===== src/hdl/pss_pkg.sv =====
// Shared types and constants for the parity split two-window server.
// Used by the controller, the datapath, the top level and the checker.
// Depends on nothing.
package pss_pkg;

	// Queue geometry.
	localparam int QUEUE_DEPTH = 1024;
	localparam int PTR_W       = $clog2(QUEUE_DEPTH);
	localparam int CNT_W       = $clog2(QUEUE_DEPTH + 1);
	localparam int SUM_W       = PTR_W + 1;
	localparam int ID_W        = 16;

	// Request action codes.
	localparam logic ACT_ARRIVE = 1'b0;
	localparam logic ACT_SERVE  = 1'b1;

	// Window codes.
	localparam logic WIN_A = 1'b0;
	localparam logic WIN_B = 1'b1;

	// Result status codes.
	typedef enum logic [1:0] {
		STS_ENQUEUED = 2'd0,
		STS_DROPPED  = 2'd1,
		STS_SERVED   = 2'd2,
		STS_EMPTY    = 2'd3
	} status_t;

	// Commands from the controller to the datapath.
	typedef struct packed {
		logic    push;         // write the arriving customer into a queue
		logic    push_b;       // queue select for push: 1 = even queue
		logic    pop;          // read the head of a queue and advance it
		logic    pop_b;        // queue select for pop: 1 = even queue
		logic    load;         // load result registers without a served customer
		logic    load_served;  // load result registers with the popped customer
		status_t sts;          // status for a plain load
		logic    win;          // window for a plain load
	} pss_cmd_t;

	// Status from the datapath to the controller.
	typedef struct packed {
		logic odd_empty;
		logic even_empty;
		logic odd_full;
		logic even_full;
		logic want_b;          // current slot is the B slot
	} pss_stat_t;

endpackage


===== src/hdl/pss_ctrl.sv =====
// Controller of the parity split server: handshakes and the decision of
// what each request does to the queues.
// Depends on pss_pkg.
module pss_ctrl (
	input  logic                  clk,
	input  logic                  arst_n,
	input  logic                  req_valid,
	output logic                  req_ready,
	input  logic                  action,
	input  logic                  id_lsb,
	output logic                  rsp_valid,
	input  logic                  rsp_ready,
	input  pss_pkg::pss_stat_t    stat,
	output pss_pkg::pss_cmd_t     cmd
);
	import pss_pkg::*;

	typedef enum logic {
		ST_IDLE,
		ST_READ
	} state_t;

	state_t state_q;
	logic   accept;
	logic   arr_b;
	logic   arr_full;
	logic   use_b;

	// Take a request when idle and the result register is free or draining.
	assign req_ready = (state_q == ST_IDLE) && (!rsp_valid || rsp_ready);
	assign accept    = req_valid && req_ready;

	// Odd numbers go to window A, even numbers to window B.
	assign arr_b    = ~id_lsb;
	assign arr_full = arr_b ? stat.even_full : stat.odd_full;

	// Serve the slot's queue, or the other one when it is empty.
	assign use_b = stat.want_b ? !stat.even_empty : stat.odd_empty;

	// Commands for the datapath.
	always_comb begin
		cmd             = '0;
		cmd.sts         = STS_ENQUEUED;
		cmd.load_served = (state_q == ST_READ);
		if (accept) begin
			if (action == ACT_ARRIVE) begin
				cmd.load   = 1'b1;
				cmd.win    = arr_b;
				cmd.push   = !arr_full;
				cmd.push_b = arr_b;
				cmd.sts    = arr_full ? STS_DROPPED : STS_ENQUEUED;
			end else if (stat.odd_empty && stat.even_empty) begin
				cmd.load = 1'b1;
				cmd.win  = stat.want_b;
				cmd.sts  = STS_EMPTY;
			end else begin
				cmd.pop   = 1'b1;
				cmd.pop_b = use_b;
			end
		end
	end

	// State and result valid.
	always_ff @(posedge clk or negedge arst_n) begin
		if (!arst_n) begin
			state_q   <= ST_IDLE;
			rsp_valid <= 1'b0;
		end else begin
			unique case (state_q)
				ST_IDLE: begin
					if (cmd.pop) begin
						state_q <= ST_READ;
					end
				end
				ST_READ: begin
					state_q <= ST_IDLE;
				end
				default: begin
					state_q <= ST_IDLE;
				end
			endcase
			if (cmd.load || cmd.load_served) begin
				rsp_valid <= 1'b1;
			end else if (rsp_ready) begin
				rsp_valid <= 1'b0;
			end
		end
	end

endmodule


===== config.mk =====
export PLATFORM = sky130hd
export DESIGN_NAME = pss_ctrl
export DESIGN_NICKNAME = d
export VERILOG_FILES = /design/src/hdl/pss_pkg.sv /design/src/hdl/pss_ctrl.sv
export SDC_FILE = /design/constraint.sdc
export NUM_CORES = 1
export LEC_CHECK = 0
export BUFFER_PORTS_ARGS = -buffer_cell sky130_fd_sc_hd__buf_2
export CAP_MARGIN = 5
export CORE_AREA = 4 4 41 43
export CTS_BUF_LIST = sky130_fd_sc_hd__clkbuf_16
export CTS_CLUSTER_SIZE = 10
export DETAILED_ROUTE_END_ITERATION = 8
export DIE_AREA = 0 0 45 47
export PLACE_DENSITY = 0.56
export SETUP_SLACK_MARGIN = 0.1
export SLEW_MARGIN = 20
export SYNTH_ARGS = -nofsm -noshare
export SYNTH_HDL_FRONTEND = slang
export SYNTH_SLANG_ARGS = --single-unit

===== constraint.sdc =====
create_clock -name clk -period 2.8 [get_ports clk]
set_input_delay 0.56 -clock clk [delete_from_list [all_inputs] [get_ports clk]]
set_output_delay 0.56 -clock clk [all_outputs]
set_load 0.03 [all_outputs]

# == Word level (Yosys, flattened, before mapping) ==
# Cells that the tools add are included.
# classes
mux,16
bitwise_logic,2
reduce_logical,9
# op_table
operator,n
2-to-1 mux 3 bit,3
2-to-1 mux 1 bit,8
2-to-1 mux 2 bit,3
2-to-1 mux 5 bit,1
logical AND 1 bit,3
zero test 1 bit,3
logical OR 1 bit,2
inverter 1 bit,2
case mux 1 bit (2 select lines),1
nonzero test 2 bit,1
# word_totals
ff_bits,2
input_bits,11
output_inout_bits,11
elab_cells,29

# == Logic depth before layout (Yosys ltp) ==
# depth
depth_word,7
depth_mapped,3
ltp_nobuf,2

# == Worst setup path before layout ==
# OpenSTA, ideal clock, no wires.
# synth_path
path_type,register -> output
from,register rsp_valid
to,output cmd[2] (netlist bit)
arrival_ns,1.773
t_required_ns,2.240
slack_ns,0.467
stages_incl_launch_ff,4
path_cell_list,dfrtp_1 > nor2b_4 > buf_6 > nor4_1
# synth_lines
element,line,rtl
"start, declared",pss_ctrl.sv:11,"output logic rsp_valid,"
"start signal, assigned",pss_ctrl.sv:67,rsp_valid <= 1'b0;
"start signal, assigned",pss_ctrl.sv:83,rsp_valid <= 1'b1;
"start signal, assigned",pss_ctrl.sv:85,rsp_valid <= 1'b0;
"end, declared",pss_ctrl.sv:14,output pss_pkg::pss_cmd_t cmd

==> summary.txt <==
Critical path
  • Startpoint types: primary input
  • Worst r2r src: state_q$_DFF_PN0_
  • Buf/Inv on CP: 2
  • Slowest cell on the critical path: a2111oi_4
  • R2R Path End: rsp_valid$_DFFE_PN0P_
  • Crit-path leading delay family: buffers and inverters
  • Critical Path End Type: output port
  • WP data required: between 2000 and 2500 ps
  • Critical-path cell list: buf_2 -> mux2i_1 -> a2111oi_4 -> buf_2
  • Critical Path Stages: 4
  • Crit. Startpoint: id_lsb
  • Critical-path maximum fanout: 2
  • Worst R2R Setup Slack: roughly 1900 ps
  • CP arrival: 1420 ps
  • R2r worst-path depth: 2
  • CP peak stage delay: about 350 ps
  • Most used cell, CP: buf_2
  • Kind of critical path: primary input to output port
  • CP endpoint: cmd[1]

Die
  • Row count: 13
  • Core Footprint: between 1000 and 1500 sq um
  • Starting Density: 0.216
  • Die Span Y: between 40 and 50 um
  • Die area: 2120 sq um
  • Chip Width: around 45 um
  • # IOs: 22

Timing
  • Tcrit/Tclk final: 0.707
  • FMAX: 505 MHz
  • Minimum clock period: 1980 ps
  • Clock Skew: approximately 2.0 ps
  • Unrepaired setup endpoints after global routing: no
  • Hold Vio Cnt, Final: 0
  • Worst slew margin: 0.807
  • Hold slack: 119 ps
  • Slew Viols, Final: 0
  • Post-Route Setup TNS: 0 ps
  • Slew @ Worst Pin: 281 ps
  • Setup violations, final: 0

Placed design
  • Half-perimeter wire length after placement: roughly 600 um
  • Routability cong.: 0.657
  • Placed Instance Area: 375 sq um
  • Cell count after placement: 60
  • # port buffers: 21

Synthesis
  • Syn avg cell area: between 10 and 15 sq um
  • Simple-gate portion of the synthesized area: 0.391
  • Synth area leaders: dfrtp_1 (18%), a2111oi_4 (9.8%), nor3b_2 (8.9%)
  • Compound-gate portion of the synthesized area: 0.249
  • Synth cell types: 20
  • Ys Warns: 0
  • Sequential area share after synthesis: 0.178
  • Main combinational cell family by area after synthesis: simple AND/OR/NAND/NOR gates
  • FF+latch count, synth: 2
  • Post-Synth XOR/XNOR Area: 0
  • Post-synthesis mux area share: 0.0356
  • Synth area leader: dfrtp_1
  • Post-synth design cell area: 282 sq um
  • Synthesized Nets: 38
  • Synth top area share: 0.178
  • Syn Inst Count: 27
  • Adder and majority gate portion of the synthesized area: 0

Global route
  • GRT overflow: 0
  • Met2 usage: 0.0960
  • Largest net degree at the start of global routing: 11
  • Busiest grt layer: met1
  • First-pass GRT wire length: between 1000 and 1500 um
  • GRT met3 Usage: 0.0268
  • Initial antenna violation count: 0
  • Met1 Usage GRT: 0.0975
  • Gr usage total: 0.0781
  • Number of global-route vias before repair: roughly 270

Route
  • Starting DRT DRC Count: 1
  • # DRC: 0
  • WL final: 757 um
  • Vias: ~260
  • Routed WL per cell: 12.0 um
  • DRT Pass-1 Iters: 3
  • Routed Antenna Nets: 0
  • DR vias/cell: 4.19

Layout
  • Number of diodes: 0
  • Register area: 50.0 sq um
  • Share of layout cells above drive strength 1: 0.646
  • Synthesis-to-finish area growth: 60.0%
  • Final #Nets: between 60 and 70
  • Most frequent cells in the layout: buf_2 (21), inv_1 (3), clkbuf_16 (3)
  • Fill count: 146
  • Post-layout instance area: 450 sq um
  • Final Non-Filler Cells: 63
  • Area of the multi-input gates: 190 sq um
  • Most common cell after layout, fill and taps aside: buf_2

Power
  • Cell Pwr Density: 714 nW/um^2
  • LEAKAGE: 0.222 nW
  • Max VDD drop: 0.409 mV
  • Total chip power: 0.322 mW

Clocking
  • TritonCTS clock tree: done
  • Clk sinks: 2
  • Clk root buf: clkbuf_16
  • CTS HTree Levels: 1
  • Post-CTS setup repair buffer count: 0
  • Post-CTS sizing: 0
  • Reg clk slew, reported paths: 30 ps
  • TritonCTS buffer count: 3
  • Hold_buf cts: 0
  • CTS Buffer Depth: 2
  • Clock latency at the later pin of the worst-skew pair: 220 ps

Flow run
  • Max_cap viols: 0

Outcome
  • Outcome: finished clean

Min path
  • Hold crit path type: primary input to async pin
==> cells in the mapped netlist (all sizes together) <==
| cell type | n |
|---|---|
| buf | 3 |
| inv | 3 |
| dfrtp | 2 |
| nor3 | 2 |
| nor3b | 2 |
| nor4 | 2 |
| a2111oi | 1 |
| a211oi | 1 |
| a21boi | 1 |
| mux2i | 1 |
| nand2 | 1 |
| nand2b | 1 |
| nand4 | 1 |
| nor2 | 1 |
| nor2b | 1 |
| nor4b | 1 |
| o21bai | 1 |
| o221ai | 1 |
| or2 | 1 |
==> kinds of logic (layout without fill, tap and decap cells) <==
logic type             after synthesis  count (layout)
AOI/OAI and AO/OA                    5               5
buffers and inverters                6              27
muxes                                1               1
and+or+nand+nor                     13              13
DFF                                  2               2
==> area by class of cell <==
cell class              instances  area share
well taps                      15      0.0417
inverters                       3      0.0250
repair buffers                 21       0.233
clock buffers                   3       0.167
multi-input cells              19       0.422
flip-flops and latches          2       0.111
==> metal layers <==
layer	part of all wire	vias to the layer above
met5	0	-
met4	0.024	0
met3	0.092	2
met2	0.40	14
met1	0.49	107
li1	-	141
==> report_power, final <==
group / total, mW / switching (mW) / leakage (nW) / internal [mW]
Clock: 0.212 / 0.0303 / 0.0370 / 0.181
Sequential: 0.0342 / 0.00226 / 0.0250 / 0.0320
Combinational: 0.0755 / 0.0485 / 0.160 / 0.0270
Total: 0.322 / 0.0811 / 0.222 / 0.241
==> worst reg2reg max path, delay by kind of cell (launching register included) <==
| kind | cells | cell delay, ps |
|---|---|---|
| flip-flops | 1 | 390 |
| AND/OR/NAND/NOR | 1 | 220 |
| AO/OA/AOI/OAI | 1 | 210 |
==> flip-flops by register name, indices dropped and copies added, names as in the netlist <==
signal	flops
rsp_valid	1
state_q	1
==> worst min path at each step <==
stage	start	endpoint	slack [ps]	cells past startpoint
5_1_grt	arst_n	state_q$_DFF_PN0_	120	1
3_5_place_dp	arst_n	rsp_valid$_DFFE_PN0P_	350	1
2_1_floorplan	arst_n	rsp_valid$_DFFE_PN0P_	260	0
6_report	arst_n	state_q$_DFF_PN0_	120	1
4_1_cts	arst_n	state_q$_DFF_PN0_	120	1
3_3_place_gp	arst_n	rsp_valid$_DFFE_PN0P_	340	1
==> stage by stage <==
stage	util	worst slack [ps]
after floorplan	-	467
after global placement	0.288	807
after detailed placement	0.288	801
after CTS	0.346	805
after global routing	0.346	689
final	0.346	820
No activity file was read; power rests on OpenSTA's default activity.
